<file path="src/hdl/table_driven_lexer_core_defines.svh">
// Assertion macros shared by the lexer core; they sample on clk and are disabled in rst.
`ifndef TABLE_DRIVEN_LEXER_CORE_DEFINES_SVH
`define TABLE_DRIVEN_LEXER_CORE_DEFINES_SVH

// Same-cycle implication: cons must hold whenever ante holds.
`define TDL_ASSERT_HOLDS(label, ante, cons, msg) \
  label: assert property (@(posedge clk) disable iff (rst) (ante) |-> (cons)) \
    else $error(msg);

// Next-cycle implication: cons must hold in the cycle after ante holds.
`define TDL_ASSERT_NEXT(label, ante, cons, msg) \
  label: assert property (@(posedge clk) disable iff (rst) (ante) |=> (cons)) \
    else $error(msg);

`endif

</file>
<file path="src/hdl/tdl_pkg.sv">
// Shared types, codes and keyword tables for the table-driven lexer core.
`timescale 1ns / 1ps

package tdl_pkg;

  // DFA states; the encoding follows the transition table rows.
  typedef enum logic [3:0] {
    ST_START = 4'd0,
    ST_IDENT = 4'd1,
    ST_NUM   = 4'd2,
    ST_SGL   = 4'd3,
    ST_FST   = 4'd4,
    ST_DBL   = 4'd5,
    ST_CM0   = 4'd6,
    ST_CM1   = 4'd7,
    ST_CM2   = 4'd8,
    ST_CM3   = 4'd9,
    ST_BAD   = 4'd10,
    ST_END   = 4'd11,
    ST_CM4   = 4'd12,
    ST_CM5   = 4'd13,
    ST_AGAIN = 4'd14
  } tdl_state_t;

  // Character classes that index the transition table columns.
  typedef enum logic [3:0] {
    CL_OTHER  = 4'd0,
    CL_DIGIT  = 4'd1,
    CL_LETTER = 4'd2,
    CL_SINGLE = 4'd3,
    CL_REL    = 4'd4,
    CL_EQUAL  = 4'd5,
    CL_SLASH  = 4'd6,
    CL_STAR   = 4'd7,
    CL_BLANK  = 4'd8
  } tdl_class_t;

  // Token kinds reported on the result channel.
  localparam logic [3:0] TK_ID        = 4'd0;
  localparam logic [3:0] TK_KEYWORD   = 4'd1;
  localparam logic [3:0] TK_NUMBER    = 4'd2;
  localparam logic [3:0] TK_SINGLE    = 4'd3;
  localparam logic [3:0] TK_FIRST     = 4'd4;
  localparam logic [3:0] TK_DOUBLE    = 4'd5;
  localparam logic [3:0] TK_SLASH     = 4'd6;
  localparam logic [3:0] TK_OPEN_CMT  = 4'd7;
  localparam logic [3:0] TK_OPEN_STAR = 4'd8;
  localparam logic [3:0] TK_COMMENT   = 4'd9;
  localparam logic [3:0] TK_ERROR     = 4'd10;
  localparam logic [3:0] TK_NONE      = 4'd15;

  // Error codes reported with an error token.
  localparam logic [2:0] ERR_NONE         = 3'd0;
  localparam logic [2:0] ERR_BAD_ID       = 3'd1;
  localparam logic [2:0] ERR_BAD_NUM      = 3'd2;
  localparam logic [2:0] ERR_NESTED_CMT   = 3'd3;
  localparam logic [2:0] ERR_REPEAT_DELIM = 3'd4;
  localparam logic [2:0] ERR_ILLEGAL      = 3'd5;

  localparam logic [7:0] CHAR_NEWLINE = 8'h0A;

  // Keyword table: lower-case text padded with zeros, and text lengths.
  localparam int KW_COUNT = 10;
  localparam logic [7:0] KW_TEXT [KW_COUNT][8] = '{
    '{"i", "f", 8'h00, 8'h00, 8'h00, 8'h00, 8'h00, 8'h00},
    '{"e", "l", "s", "e", 8'h00, 8'h00, 8'h00, 8'h00},
    '{"f", "o", "r", 8'h00, 8'h00, 8'h00, 8'h00, 8'h00},
    '{"w", "h", "i", "l", "e", 8'h00, 8'h00, 8'h00},
    '{"d", "o", 8'h00, 8'h00, 8'h00, 8'h00, 8'h00, 8'h00},
    '{"i", "n", "t", 8'h00, 8'h00, 8'h00, 8'h00, 8'h00},
    '{"w", "r", "i", "t", "e", 8'h00, 8'h00, 8'h00},
    '{"r", "e", "a", "d", 8'h00, 8'h00, 8'h00, 8'h00},
    '{"r", "e", "t", "u", "r", "n", 8'h00, 8'h00},
    '{"c", "a", "l", "l", 8'h00, 8'h00, 8'h00, 8'h00}
  };
  localparam logic [2:0] KW_LEN [KW_COUNT] = '{
    3'd2, 3'd4, 3'd3, 3'd5, 3'd2, 3'd3, 3'd5, 3'd4, 3'd6, 3'd4
  };

  // One input item as held in the input register.
  typedef struct packed {
    logic [7:0] char_byte;
    logic       end_of_input;
  } tdl_item_t;

  // One result item.
  typedef struct packed {
    logic [3:0]  token_kind;
    logic [3:0]  keyword_index;
    logic [2:0]  error_code;
    logic [15:0] line_number;
    logic [10:0] token_length;
    logic [7:0]  first_char;
    logic [7:0]  second_char;
    logic        to_listing;
  } tdl_result_t;

endpackage

</file>
<file path="src/hdl/tdl_in_stage.sv">
// Input register of the lexer core with its valid/stall handshake.
`timescale 1ns / 1ps

module tdl_in_stage (
  input  logic              clk,
  input  logic              rst,
  input  logic              item_valid,
  output logic              item_stall,
  input  logic [7:0]        char_byte,
  input  logic              end_of_input,
  input  logic              advance,
  output logic              held_valid,
  output tdl_pkg::tdl_item_t held_item
);

  // The register is free when it is empty or its item moves on this cycle.
  assign item_stall = held_valid && !advance;

  // Valid bit of the held item.
  always_ff @(posedge clk) begin
    if (rst) begin
      held_valid <= 1'b0;
    end else if (!item_stall) begin
      held_valid <= item_valid;
    end
  end

  // Payload is captured only when an item is accepted.
  always_ff @(posedge clk) begin
    if (item_valid && !item_stall) begin
      held_item.char_byte    <= char_byte;
      held_item.end_of_input <= end_of_input;
    end
  end

endmodule

</file>
<file path="src/hdl/tdl_scan.sv">
// Lexer state registers and the combinational DFA step with keyword matching.
`timescale 1ns / 1ps

module tdl_scan #(
  parameter int MAX_TOKEN = 1024
) (
  input  logic                  clk,
  input  logic                  rst,
  input  logic                  step,
  input  tdl_pkg::tdl_item_t    item,
  output logic                  emit,
  output tdl_pkg::tdl_result_t  result
);

  localparam int LEN_CAP_INT = (MAX_TOKEN < 2047) ? MAX_TOKEN : 2047;
  localparam logic [10:0] LEN_CAP = 11'(LEN_CAP_INT);

  // Character class of one byte.
  function automatic tdl_pkg::tdl_class_t byte_class(input logic [7:0] c);
    tdl_pkg::tdl_class_t cls;
    case (c) inside
      [8'h30:8'h39]:                       cls = tdl_pkg::CL_DIGIT;
      [8'h41:8'h5A], [8'h61:8'h7A]:        cls = tdl_pkg::CL_LETTER;
      8'h2B, 8'h2D, 8'h3A, 8'h28, 8'h29,
      8'h5B, 8'h5D, 8'h7B, 8'h7D, 8'h2C,
      8'h3B:                               cls = tdl_pkg::CL_SINGLE;
      8'h3E, 8'h3C, 8'h21:                 cls = tdl_pkg::CL_REL;
      8'h3D:                               cls = tdl_pkg::CL_EQUAL;
      8'h2F:                               cls = tdl_pkg::CL_SLASH;
      8'h2A:                               cls = tdl_pkg::CL_STAR;
      8'h20, 8'h09:                        cls = tdl_pkg::CL_BLANK;
      default:                             cls = tdl_pkg::CL_OTHER;
    endcase
    return cls;
  endfunction

  // Transition table of the DFA.
  function automatic tdl_pkg::tdl_state_t next_state(input tdl_pkg::tdl_state_t s,
                                                     input tdl_pkg::tdl_class_t c);
    tdl_pkg::tdl_state_t n;
    n = tdl_pkg::ST_BAD;
    unique case (s)
      tdl_pkg::ST_START: begin
        unique case (c) inside
          tdl_pkg::CL_DIGIT:                    n = tdl_pkg::ST_NUM;
          tdl_pkg::CL_LETTER:                   n = tdl_pkg::ST_IDENT;
          tdl_pkg::CL_SINGLE, tdl_pkg::CL_STAR: n = tdl_pkg::ST_SGL;
          tdl_pkg::CL_REL, tdl_pkg::CL_EQUAL:   n = tdl_pkg::ST_FST;
          tdl_pkg::CL_SLASH:                    n = tdl_pkg::ST_CM0;
          tdl_pkg::CL_BLANK:                    n = tdl_pkg::ST_END;
          default:                              n = tdl_pkg::ST_BAD;
        endcase
      end
      tdl_pkg::ST_IDENT: begin
        unique case (c) inside
          tdl_pkg::CL_OTHER:                     n = tdl_pkg::ST_BAD;
          tdl_pkg::CL_DIGIT, tdl_pkg::CL_LETTER: n = tdl_pkg::ST_IDENT;
          tdl_pkg::CL_BLANK:                     n = tdl_pkg::ST_END;
          default:                               n = tdl_pkg::ST_AGAIN;
        endcase
      end
      tdl_pkg::ST_NUM: begin
        unique case (c) inside
          tdl_pkg::CL_OTHER, tdl_pkg::CL_LETTER: n = tdl_pkg::ST_BAD;
          tdl_pkg::CL_DIGIT:                     n = tdl_pkg::ST_NUM;
          tdl_pkg::CL_BLANK:                     n = tdl_pkg::ST_END;
          default:                               n = tdl_pkg::ST_AGAIN;
        endcase
      end
      tdl_pkg::ST_SGL: begin
        unique case (c) inside
          tdl_pkg::CL_OTHER, tdl_pkg::CL_SLASH, tdl_pkg::CL_STAR: n = tdl_pkg::ST_BAD;
          tdl_pkg::CL_BLANK:                                      n = tdl_pkg::ST_END;
          default:                                                n = tdl_pkg::ST_AGAIN;
        endcase
      end
      tdl_pkg::ST_FST: begin
        unique case (c) inside
          tdl_pkg::CL_DIGIT, tdl_pkg::CL_LETTER: n = tdl_pkg::ST_AGAIN;
          tdl_pkg::CL_EQUAL:                     n = tdl_pkg::ST_DBL;
          tdl_pkg::CL_BLANK:                     n = tdl_pkg::ST_END;
          default:                               n = tdl_pkg::ST_BAD;
        endcase
      end
      tdl_pkg::ST_DBL: begin
        unique case (c) inside
          tdl_pkg::CL_OTHER, tdl_pkg::CL_REL,
          tdl_pkg::CL_SLASH, tdl_pkg::CL_STAR:   n = tdl_pkg::ST_BAD;
          tdl_pkg::CL_BLANK:                     n = tdl_pkg::ST_END;
          default:                               n = tdl_pkg::ST_AGAIN;
        endcase
      end
      tdl_pkg::ST_CM0: begin
        unique case (c) inside
          tdl_pkg::CL_SLASH: n = tdl_pkg::ST_CM4;
          tdl_pkg::CL_STAR:  n = tdl_pkg::ST_CM1;
          tdl_pkg::CL_BLANK: n = tdl_pkg::ST_END;
          default:           n = tdl_pkg::ST_BAD;
        endcase
      end
      tdl_pkg::ST_CM1: begin
        unique case (c) inside
          tdl_pkg::CL_STAR: n = tdl_pkg::ST_CM2;
          default:          n = tdl_pkg::ST_CM1;
        endcase
      end
      tdl_pkg::ST_CM2: begin
        unique case (c) inside
          tdl_pkg::CL_SLASH: n = tdl_pkg::ST_CM3;
          tdl_pkg::CL_STAR:  n = tdl_pkg::ST_CM2;
          default:           n = tdl_pkg::ST_CM1;
        endcase
      end
      tdl_pkg::ST_CM3: begin
        unique case (c) inside
          tdl_pkg::CL_OTHER: n = tdl_pkg::ST_BAD;
          tdl_pkg::CL_SLASH: n = tdl_pkg::ST_CM0;
          tdl_pkg::CL_BLANK: n = tdl_pkg::ST_END;
          default:           n = tdl_pkg::ST_AGAIN;
        endcase
      end
      tdl_pkg::ST_BAD, tdl_pkg::ST_END: begin
        unique case (c) inside
          tdl_pkg::CL_BLANK: n = tdl_pkg::ST_END;
          default:           n = tdl_pkg::ST_BAD;
        endcase
      end
      tdl_pkg::ST_CM4: begin
        unique case (c) inside
          tdl_pkg::CL_SLASH: n = tdl_pkg::ST_CM5;
          default:           n = tdl_pkg::ST_CM4;
        endcase
      end
      tdl_pkg::ST_CM5: begin
        unique case (c) inside
          tdl_pkg::CL_SLASH: n = tdl_pkg::ST_BAD;
          default:           n = tdl_pkg::ST_CM4;
        endcase
      end
      tdl_pkg::ST_AGAIN: begin
        unique case (c) inside
          tdl_pkg::CL_OTHER: n = tdl_pkg::ST_BAD;
          tdl_pkg::CL_BLANK: n = tdl_pkg::ST_END;
          default:           n = tdl_pkg::ST_AGAIN;
        endcase
      end
      default: n = tdl_pkg::ST_BAD;
    endcase
    return n;
  endfunction

  // Token kind of an accepting state, or no token.
  function automatic logic [3:0] kind_of(input tdl_pkg::tdl_state_t s);
    logic [3:0] k;
    unique case (s)
      tdl_pkg::ST_IDENT: k = tdl_pkg::TK_ID;
      tdl_pkg::ST_NUM:   k = tdl_pkg::TK_NUMBER;
      tdl_pkg::ST_SGL:   k = tdl_pkg::TK_SINGLE;
      tdl_pkg::ST_FST:   k = tdl_pkg::TK_FIRST;
      tdl_pkg::ST_DBL:   k = tdl_pkg::TK_DOUBLE;
      tdl_pkg::ST_CM0:   k = tdl_pkg::TK_SLASH;
      tdl_pkg::ST_CM1:   k = tdl_pkg::TK_OPEN_CMT;
      tdl_pkg::ST_CM2:   k = tdl_pkg::TK_OPEN_STAR;
      tdl_pkg::ST_CM3, tdl_pkg::ST_CM4, tdl_pkg::ST_CM5: k = tdl_pkg::TK_COMMENT;
      default:           k = tdl_pkg::TK_NONE;
    endcase
    return k;
  endfunction

  // Error code for the state the DFA left when it hit the error.
  function automatic logic [2:0] error_of(input tdl_pkg::tdl_state_t s);
    logic [2:0] e;
    unique case (s)
      tdl_pkg::ST_IDENT:                 e = tdl_pkg::ERR_BAD_ID;
      tdl_pkg::ST_NUM:                   e = tdl_pkg::ERR_BAD_NUM;
      tdl_pkg::ST_CM3, tdl_pkg::ST_CM5:  e = tdl_pkg::ERR_NESTED_CMT;
      tdl_pkg::ST_SGL:                   e = tdl_pkg::ERR_REPEAT_DELIM;
      tdl_pkg::ST_START:                 e = tdl_pkg::ERR_ILLEGAL;
      default:                           e = tdl_pkg::ERR_NONE;
    endcase
    return e;
  endfunction

  // Builds a token result; an identifier with an exact keyword match becomes a keyword.
  function automatic tdl_pkg::tdl_result_t make_token(input tdl_pkg::tdl_state_t s,
                                                      input logic [9:0]  cand,
                                                      input logic [10:0] len,
                                                      input logic [7:0]  fb,
                                                      input logic [7:0]  sb,
                                                      input logic [15:0] line);
    tdl_pkg::tdl_result_t r;
    logic found;
    r.token_kind    = kind_of(s);
    r.keyword_index = 4'd0;
    r.error_code    = tdl_pkg::ERR_NONE;
    r.line_number   = line;
    r.token_length  = len;
    r.first_char    = fb;
    r.second_char   = sb;
    found           = 1'b0;
    for (int k = 0; k < tdl_pkg::KW_COUNT; k++) begin
      if (!found && cand[k] && (11'(tdl_pkg::KW_LEN[k]) == len)) begin
        found           = 1'b1;
        r.keyword_index = 4'(k);
      end
    end
    if (s == tdl_pkg::ST_IDENT && found) begin
      r.token_kind = tdl_pkg::TK_KEYWORD;
    end else begin
      r.keyword_index = 4'd0;
    end
    r.to_listing = (r.token_kind != tdl_pkg::TK_COMMENT);
    return r;
  endfunction

  tdl_pkg::tdl_state_t state, state_next;
  logic                skipping, skipping_next;
  tdl_pkg::tdl_state_t state_before_error, state_before_error_next;
  logic [9:0]          kw_cand, kw_cand_next;
  logic [10:0]         length_count, length_count_next;
  logic [7:0]          first_byte, first_byte_next;
  logic [7:0]          second_byte, second_byte_next;
  logic [15:0]         line_count, line_count_next;

  tdl_pkg::tdl_class_t cls;
  logic [7:0]          low;
  tdl_pkg::tdl_state_t next_raw, next_eff;
  logic                restart;
  logic [10:0]         base_len, take_len;
  logic [7:0]          base_fb, take_fb, base_sb, take_sb;
  logic [9:0]          base_cand, take_cand;
  tdl_pkg::tdl_result_t tok_now, tok_cap, err_now;
  logic                tok_now_has, tok_cap_has, err_now_has;

  // Class, DFA lookup and a second lookup from the start state for a byte that
  // closes the current token and opens a new one.
  always_comb begin
    cls      = byte_class(item.char_byte);
    low      = (item.char_byte >= 8'h41 && item.char_byte <= 8'h5A) ?
               8'(item.char_byte + 8'h20) : item.char_byte;
    next_raw = next_state(state, cls);
    restart  = (next_raw == tdl_pkg::ST_AGAIN);
    next_eff = restart ? next_state(tdl_pkg::ST_START, cls) : next_raw;
  end

  // Append the byte to the token text, from a fresh token after a restart.
  always_comb begin
    base_len  = restart ? 11'd0 : length_count;
    base_fb   = restart ? 8'd0 : first_byte;
    base_sb   = restart ? 8'd0 : second_byte;
    base_cand = restart ? '1 : kw_cand;
    take_len  = base_len;
    take_fb   = base_fb;
    take_sb   = base_sb;
    take_cand = base_cand;
    if (base_len < LEN_CAP) begin
      take_len = 11'(base_len + 11'd1);
      if (base_len == 11'd0) begin
        take_fb = item.char_byte;
      end
      if (base_len == 11'd1) begin
        take_sb = item.char_byte;
      end
      for (int k = 0; k < tdl_pkg::KW_COUNT; k++) begin
        if ((base_len >= 11'(tdl_pkg::KW_LEN[k])) ||
            (tdl_pkg::KW_TEXT[k][base_len[2:0]] != low)) begin
          take_cand[k] = 1'b0;
        end
      end
    end
  end

  // Candidate results: the token as it stands, the token that just hit the
  // length cap, and the pending error.
  always_comb begin
    tok_now     = make_token(state, kw_cand, length_count, first_byte, second_byte,
                             line_count);
    tok_now_has = (kind_of(state) != tdl_pkg::TK_NONE);
    tok_cap     = make_token(next_eff, take_cand, take_len, take_fb, take_sb, line_count);
    tok_cap_has = (kind_of(next_eff) != tdl_pkg::TK_NONE);
    err_now.token_kind    = tdl_pkg::TK_ERROR;
    err_now.keyword_index = 4'd0;
    err_now.error_code    = error_of(state_before_error);
    err_now.line_number   = line_count;
    err_now.token_length  = length_count;
    err_now.first_char    = first_byte;
    err_now.second_char   = second_byte;
    err_now.to_listing    = 1'b1;
    err_now_has           = (err_now.error_code != tdl_pkg::ERR_NONE);
  end

  // Next state and result of one step.
  always_comb begin
    state_next              = state;
    skipping_next           = skipping;
    state_before_error_next = state_before_error;
    kw_cand_next            = kw_cand;
    length_count_next       = length_count;
    first_byte_next         = first_byte;
    second_byte_next        = second_byte;
    line_count_next         = line_count;
    emit                    = 1'b0;
    result                  = tok_now;
    if (item.end_of_input) begin
      // End of input closes the token or the pending error.
      emit   = skipping ? err_now_has : tok_now_has;
      result = skipping ? err_now : tok_now;
      state_next = tdl_pkg::ST_START;
      skipping_next = 1'b0;
      state_before_error_next = tdl_pkg::ST_START;
      kw_cand_next = '1;
      length_count_next = 11'd0;
      first_byte_next = 8'd0;
      second_byte_next = 8'd0;
    end else if (skipping) begin
      // Error skip runs to the next blank; newlines are absorbed uncounted.
      if (cls == tdl_pkg::CL_BLANK) begin
        emit   = err_now_has;
        result = err_now;
        state_next = tdl_pkg::ST_START;
        skipping_next = 1'b0;
        state_before_error_next = tdl_pkg::ST_START;
        kw_cand_next = '1;
        length_count_next = 11'd0;
        first_byte_next = 8'd0;
        second_byte_next = 8'd0;
      end else begin
        kw_cand_next      = take_cand;
        length_count_next = take_len;
        first_byte_next   = take_fb;
        second_byte_next  = take_sb;
      end
    end else if (item.char_byte == tdl_pkg::CHAR_NEWLINE) begin
      // Newline closes the token on the current line, then the line advances.
      emit   = tok_now_has;
      result = tok_now;
      state_next = tdl_pkg::ST_START;
      state_before_error_next = tdl_pkg::ST_START;
      kw_cand_next = '1;
      length_count_next = 11'd0;
      first_byte_next = 8'd0;
      second_byte_next = 8'd0;
      if (line_count != 16'hFFFF) begin
        line_count_next = 16'(line_count + 16'd1);
      end
    end else begin
      // A byte that cannot extend the token closes it first.
      if (restart) begin
        emit   = tok_now_has;
        result = tok_now;
      end
      if (next_eff == tdl_pkg::ST_BAD) begin
        state_before_error_next = restart ? tdl_pkg::ST_START : state;
        skipping_next     = 1'b1;
        state_next        = tdl_pkg::ST_BAD;
        kw_cand_next      = take_cand;
        length_count_next = take_len;
        first_byte_next   = take_fb;
        second_byte_next  = take_sb;
      end else if (next_eff == tdl_pkg::ST_END) begin
        // A blank closes the token and is dropped.
        emit   = tok_now_has;
        result = tok_now;
        state_next = tdl_pkg::ST_START;
        state_before_error_next = tdl_pkg::ST_START;
        kw_cand_next = '1;
        length_count_next = 11'd0;
        first_byte_next = 8'd0;
        second_byte_next = 8'd0;
      end else begin
        state_next        = next_eff;
        kw_cand_next      = take_cand;
        length_count_next = take_len;
        first_byte_next   = take_fb;
        second_byte_next  = take_sb;
        // A token that reaches the length cap closes with this byte.
        if (take_len >= LEN_CAP && !restart) begin
          emit   = tok_cap_has;
          result = tok_cap;
          state_next = tdl_pkg::ST_START;
          state_before_error_next = tdl_pkg::ST_START;
          kw_cand_next = '1;
          length_count_next = 11'd0;
          first_byte_next = 8'd0;
          second_byte_next = 8'd0;
        end
      end
    end
  end

  // Lexer state registers, updated once per processed item.
  always_ff @(posedge clk) begin
    if (rst) begin
      state              <= tdl_pkg::ST_START;
      skipping           <= 1'b0;
      state_before_error <= tdl_pkg::ST_START;
      kw_cand            <= '1;
      length_count       <= 11'd0;
      first_byte         <= 8'd0;
      second_byte        <= 8'd0;
      line_count         <= 16'd1;
    end else if (step) begin
      state              <= state_next;
      skipping           <= skipping_next;
      state_before_error <= state_before_error_next;
      kw_cand            <= kw_cand_next;
      length_count       <= length_count_next;
      first_byte         <= first_byte_next;
      second_byte        <= second_byte_next;
      line_count         <= line_count_next;
    end
  end

endmodule

</file>
<file path="src/hdl/tdl_out_stage.sv">
// Result register of the lexer core with its valid/stall handshake.
`timescale 1ns / 1ps

module tdl_out_stage (
  input  logic                 clk,
  input  logic                 rst,
  input  logic                 step,
  input  logic                 emit,
  input  tdl_pkg::tdl_result_t result,
  output logic                 advance,
  output logic                 token_valid,
  input  logic                 token_stall,
  output tdl_pkg::tdl_result_t held_result
);

  // The register may be overwritten when empty or when its item is taken.
  assign advance = !token_valid || !token_stall;

  // Valid bit of the held result item.
  always_ff @(posedge clk) begin
    if (rst) begin
      token_valid <= 1'b0;
    end else if (advance) begin
      token_valid <= step && emit;
    end
  end

  // Result payload.
  always_ff @(posedge clk) begin
    if (advance && step && emit) begin
      held_result <= result;
    end
  end

endmodule

</file>
<file path="src/hdl/table_driven_lexer_core.sv">
// Top level of the table-driven lexer core: input register, DFA step, result register.
// A result item is built by the DFA step from the input register and held in the result register.
// Throughput: one input item per cycle while the result side does not stall; the DFA step works on the held input item.
// Stalls on the result side back up through the input register only when both are full.
// Reset (rst, synchronous): start state, empty token, line count one; no clearing pass.
`timescale 1ns / 1ps
`include "table_driven_lexer_core_defines.svh"

module table_driven_lexer_core #(
  parameter int MAX_TOKEN = 1024
) (
  input  logic        clk,
  input  logic        rst,
  input  logic        item_valid,
  output logic        item_stall,
  input  logic [7:0]  char_byte,
  input  logic        end_of_input,
  output logic        token_valid,
  input  logic        token_stall,
  output logic [3:0]  token_kind,
  output logic [3:0]  keyword_index,
  output logic [2:0]  error_code,
  output logic [15:0] line_number,
  output logic [10:0] token_length,
  output logic [7:0]  first_char,
  output logic [7:0]  second_char,
  output logic        to_listing
);

  logic                 held_valid;
  tdl_pkg::tdl_item_t   held_item;
  logic                 advance;
  logic                 step;
  logic                 emit;
  tdl_pkg::tdl_result_t result;
  tdl_pkg::tdl_result_t held_result;

  // Input register.
  tdl_in_stage u_in (
    .clk          (clk),
    .rst          (rst),
    .item_valid   (item_valid),
    .item_stall   (item_stall),
    .char_byte    (char_byte),
    .end_of_input (end_of_input),
    .advance      (advance),
    .held_valid   (held_valid),
    .held_item    (held_item)
  );

  // The held item is processed when the result register can take its output.
  assign step = held_valid && advance;

  tdl_scan #(
    .MAX_TOKEN (MAX_TOKEN)
  ) u_scan (
    .clk    (clk),
    .rst    (rst),
    .step   (step),
    .item   (held_item),
    .emit   (emit),
    .result (result)
  );

  // Result register.
  tdl_out_stage u_out (
    .clk         (clk),
    .rst         (rst),
    .step        (step),
    .emit        (emit),
    .result      (result),
    .advance     (advance),
    .token_valid (token_valid),
    .token_stall (token_stall),
    .held_result (held_result)
  );

  // Result fields to the ports.
  assign token_kind    = held_result.token_kind;
  assign keyword_index = held_result.keyword_index;
  assign error_code    = held_result.error_code;
  assign line_number   = held_result.line_number;
  assign token_length  = held_result.token_length;
  assign first_char    = held_result.first_char;
  assign second_char   = held_result.second_char;
  assign to_listing    = held_result.to_listing;

  // Checks on the pipeline and the result stream.
  `TDL_ASSERT_HOLDS(a_stall_full, item_stall, held_valid && token_valid && token_stall, "stall")
  `TDL_ASSERT_NEXT(a_line_mono, token_valid && !token_stall, line_number >= $past(line_number), "line")
  `TDL_ASSERT_HOLDS(a_err_code, token_valid, (token_kind == tdl_pkg::TK_ERROR) == (error_code != tdl_pkg::ERR_NONE), "err")

endmodule

</file>
<file path="config.mk">
export PLATFORM = sky130hd
export DESIGN_NAME = table_driven_lexer_core
export DESIGN_NICKNAME = d
export VERILOG_FILES = /design/src/hdl/tdl_pkg.sv /design/src/hdl/tdl_in_stage.sv /design/src/hdl/tdl_scan.sv /design/src/hdl/tdl_out_stage.sv /design/src/hdl/table_driven_lexer_core.sv
export VERILOG_INCLUDE_DIRS = /design/src /design/src/hdl
export SDC_FILE = /design/constraint.sdc
export NUM_CORES = 1
export LEC_CHECK = 0
export ABC_AREA = 1
export CORE_ASPECT_RATIO = 0.9
export CORE_MARGIN = 1.5
export CORE_UTILIZATION = 61
export DETAILED_ROUTE_END_ITERATION = 7
export DONT_BUFFER_PORTS = 1
export PLACE_DENSITY_LB_ADDON = 0.05
export SYNTH_ARGS = -nofsm -noshare
export SYNTH_HDL_FRONTEND = slang
export SYNTH_SLANG_ARGS = --single-unit
export TNS_END_PERCENT = 5
</file>
<file path="constraint.sdc">
create_clock -name clk -period 6.1 [get_ports clk]
set_input_delay 0.915 -clock clk [delete_from_list [all_inputs] [get_ports clk]]
set_output_delay 0.915 -clock clk [all_outputs]
set_load 0.05 [all_outputs]
</file>
==> impl_metrics.env <==
export IMPL_status="finished, final reports clean"
export IMPL_synth_edff_count=64
export IMPL_grt_overflow=0
export IMPL_core_um2=13500
export IMPL_cts_sinks=132
export IMPL_tritoncts="done"
export IMPL_synthCells=1221
export IMPL_peakVddDrop_mv=0.202
export IMPL_start_util_pct=63.4
export IMPL_htreeDepth=4
export IMPL_vias=8041
export IMPL_worstPathRequired_ns=6.23
export IMPL_rows=40
export IMPL_ctsResizeCount=0
export IMPL_yosysUniqueCellTypes=59
export IMPL_place_inst=1336
export IMPL_slowest_stage="edfxtp_1"
export IMPL_postPlaceCellArea_um2=8510
export IMPL_avgSynthCellArea_um2=7.01
export IMPL_initialDrtViolationCount=965
export IMPL_total_power_w=0.00245
export IMPL_final_common_cell="nand2_1"
export IMPL_die_x_um=128
export IMPL_synth_area_um2=8560
export IMPL_yosysSeqAreaShare_pct=38.3
export IMPL_maxCapViolations=0
export IMPL_path_class="flop to flop"
export IMPL_clockBufferDepth=2
export IMPL_vias_per_cell=5.88
export IMPL_clk_latency_ns=0.43
export IMPL_crit_fanout=34
export IMPL_async_reset_ff_share_pct=0
export IMPL_first_pass_iters=6
export IMPL_diodes=0
export IMPL_setup_violations_final=0
export IMPL_period_minus_slack_ns=5.51
export IMPL_gr_usage_all_layers_pct=30.4
export IMPL_die_h_um=115
export IMPL_worst_slack_ns=0.590
export IMPL_final_setup_tns_ns=0
export IMPL_io_buffers=0
export IMPL_num_io_pins=70
export IMPL_arrival_ns=5.64
export IMPL_design_area_um2=9080
export IMPL_synth_compound_area_share_pct=13.5
export IMPL_ys_warnings_count=0
export IMPL_endpoint_kind="flop"
export IMPL_antenna_found_initial=0
export IMPL_gp_congestion=0.998
export IMPL_start_kind="flop"
export IMPL_ys_seq_elements=132
export IMPL_max_freq_ghz=0.182
export IMPL_drc=0
export IMPL_areaGrowthSynthToFinish_pct=6.00
export IMPL_grt_pass1_vias=7081
export IMPL_nets=1218
export IMPL_p_leak_nw=4.00
export IMPL_tightest_slew_ns=0.931
export IMPL_grt_pass1_wl_um=35200
export IMPL_cts_setup_buffers=0
export IMPL_synth_xor_area_share_pct=0.920
export IMPL_drive_above_1_share_pct=9.33
export IMPL_slew_headroom_pct=37.7
export IMPL_slew_violations=0
export IMPL_syn_nets=1252
export IMPL_pre_cts_ws_ns=0.721
export IMPL_synthMuxAreaShare_pct=0.117
export IMPL_fin_worst_skew_ns=0.00755
export IMPL_finalHoldViolations=0
export IMPL_power_density_nw_per_um2=269
export IMPL_drtAntennaViolNets=0
export IMPL_r2r_slack_ns=0.59
export IMPL_period_share_pct=90.3
export IMPL_cpPeakStageDelay_ns=0.62
export IMPL_dieArea_um2=14800
export IMPL_routed_wl_um=22000
export IMPL_synth_top_family_by_area="simple AND/OR/NAND/NOR gates"
export IMPL_synthSimpleGateAreaFrac_pct=33.8
export IMPL_cts_buffers=17
export IMPL_final_cells=1368
export IMPL_place_hpwl_um=15700
export IMPL_hold_path_class="flop to flop"
export IMPL_grt_max_degree=43
export IMPL_postCtsHoldBufs=0
export IMPL_synthAdderAreaFrac_pct=2.63
export IMPL_routedWlPerCell_um=16.1
export IMPL_rsz0062_at_grt="no"
export IMPL_clk_pin_slew_ns=0.06
export IMPL_root_buffer="clkbuf_16"
export IMPL_ys_flop_type="dfxtp_1"
export IMPL_final_cell_mix="322 x nand2_1, 137 x inv_1, 122 x nor2_1"
## area by class of cell
class	instances	area, um2
multi-input combinational	870	4360
fill	1221	4430
timing repair buffer	4	42.5
clock buffer	18	429
sequential	132	3280
tap	168	210
clock inverter	14	140
inverter	162	609
## per-layer routing
| metal | wire length [um] | track usage (%) |
|---|---|---|
| met1 | 10000 | 43.3 |
| met2 | 9600 | 46.7 |
| met3 | 1970 | 6.88 |
| met4 | 385 | 8.24 |
| met5 | 0 | 0 |
## where the power goes
part	internal [W]	leakage (nW)	total (W)	switching, W
registers	0.000982	1.14	0.00110	0.000115
clock network	0.000572	0.275	0.000991	0.000419
logic	0.000105	2.59	0.000359	0.000253
total	0.00166	4.00	0.00245	0.000787
## synth_stat cells (2+ instances only)
| cell | number | area share [%] |
|---|---|---|
| a21oi_1 | 77 | 4.5 |
| clkinv_1 | 3 | 0.13 |
| nand3_1 | 89 | 5.2 |
| nand3_2 | 7 | 0.82 |
| o21a_1 | 5 | 0.44 |
| nand2_2 | 9 | 0.66 |
| o21ai_0 | 62 | 3.6 |
| nand3b_1 | 4 | 0.35 |
| o211ai_1 | 11 | 0.96 |
| nor3_1 | 21 | 1.2 |
| nand2_4 | 3 | 0.39 |
| edfxtp_1 | 64 | 22 |
| buf_6 | 6 | 0.79 |
| inv_1 | 138 | 6.0 |
| o21ai_2 | 6 | 0.61 |
| a21boi_0 | 3 | 0.26 |
| o21bai_1 | 2 | 0.18 |
| buf_4 | 8 | 0.70 |
| nor2_2 | 11 | 0.80 |
| a31oi_1 | 4 | 0.29 |
| dfxtp_1 | 68 | 16 |
| nor2_1 | 122 | 5.3 |
| clkbuf_1 | 35 | 1.5 |
| inv_2 | 20 | 0.88 |
| buf_2 | 6 | 0.35 |
| nor4_1 | 5 | 0.37 |
| o21ai_1 | 12 | 0.70 |
| nand2_1 | 322 | 14 |
| o22ai_1 | 3 | 0.22 |
| nand4_1 | 29 | 2.1 |
| xor2_1 | 9 | 0.92 |
| ha_1 | 18 | 2.6 |
| a22oi_1 | 3 | 0.26 |
| nor2_4 | 8 | 1.1 |
| a211oi_1 | 2 | 0.18 |
| or2_2 | 2 | 0.15 |
| nor3b_1 | 2 | 0.18 |
## cells by family (layout without fill, tap and decap cells)
| logic type | count (synthesis) | after routing |
|---|---|---|
| compound gates | 200 | 200 |
| mux | 1 | 1 |
| fa+ha+maj | 18 | 18 |
| simple gates | 642 | 642 |
| flops | 132 | 132 |
| xor+xnor | 9 | 9 |
| buf+inv | 219 | 198 |
## final timing paths
path | from | cells past startpoint | end
hold / removal | u_scan.line_count[5] | 0 | u_out.held_result[33]
setup / recovery | u_in.held_item[2] | 29 | u_out.held_result[31]
setup reg to reg | u_in.held_item[2] | 29 | u_out.held_result[31]
hold reg to reg | u_scan.line_count[5] | 0 | u_out.held_result[33]
## through the flow
stage | utilization [%] | hold slack, ns
after floorplan | - | 0.408
after global placement | 63.0 | 0.412
after detailed placement | 63.0 | 0.418
after CTS | 67.2 | 0.441
after global routing | 67.2 | 0.448
final | 67.2 | 0.434
## flip-flops by register name, indices dropped and copies added, names as in the netlist, 4 cells and up, named ones only
register,cells
u_scan.second_byte,8
u_scan.line_count,16
u_scan.state,4
u_scan.length_count,11
u_in.held_item,9
u_scan.first_byte,8
u_scan.state_before_error,4
u_scan.kw_cand,10
u_out.held_result,55
## worst max-delay path, delay by kind of cell, from the launching register on
family | cells | cell delay, ns
simple gates | 18 | 2.58
flops | 1 | 0.62
buf+inv | 6 | 1.39
fa+ha+maj | 1 | 0.18
compound gates | 4 | 0.41
Power figures use the tool's default switching activity.
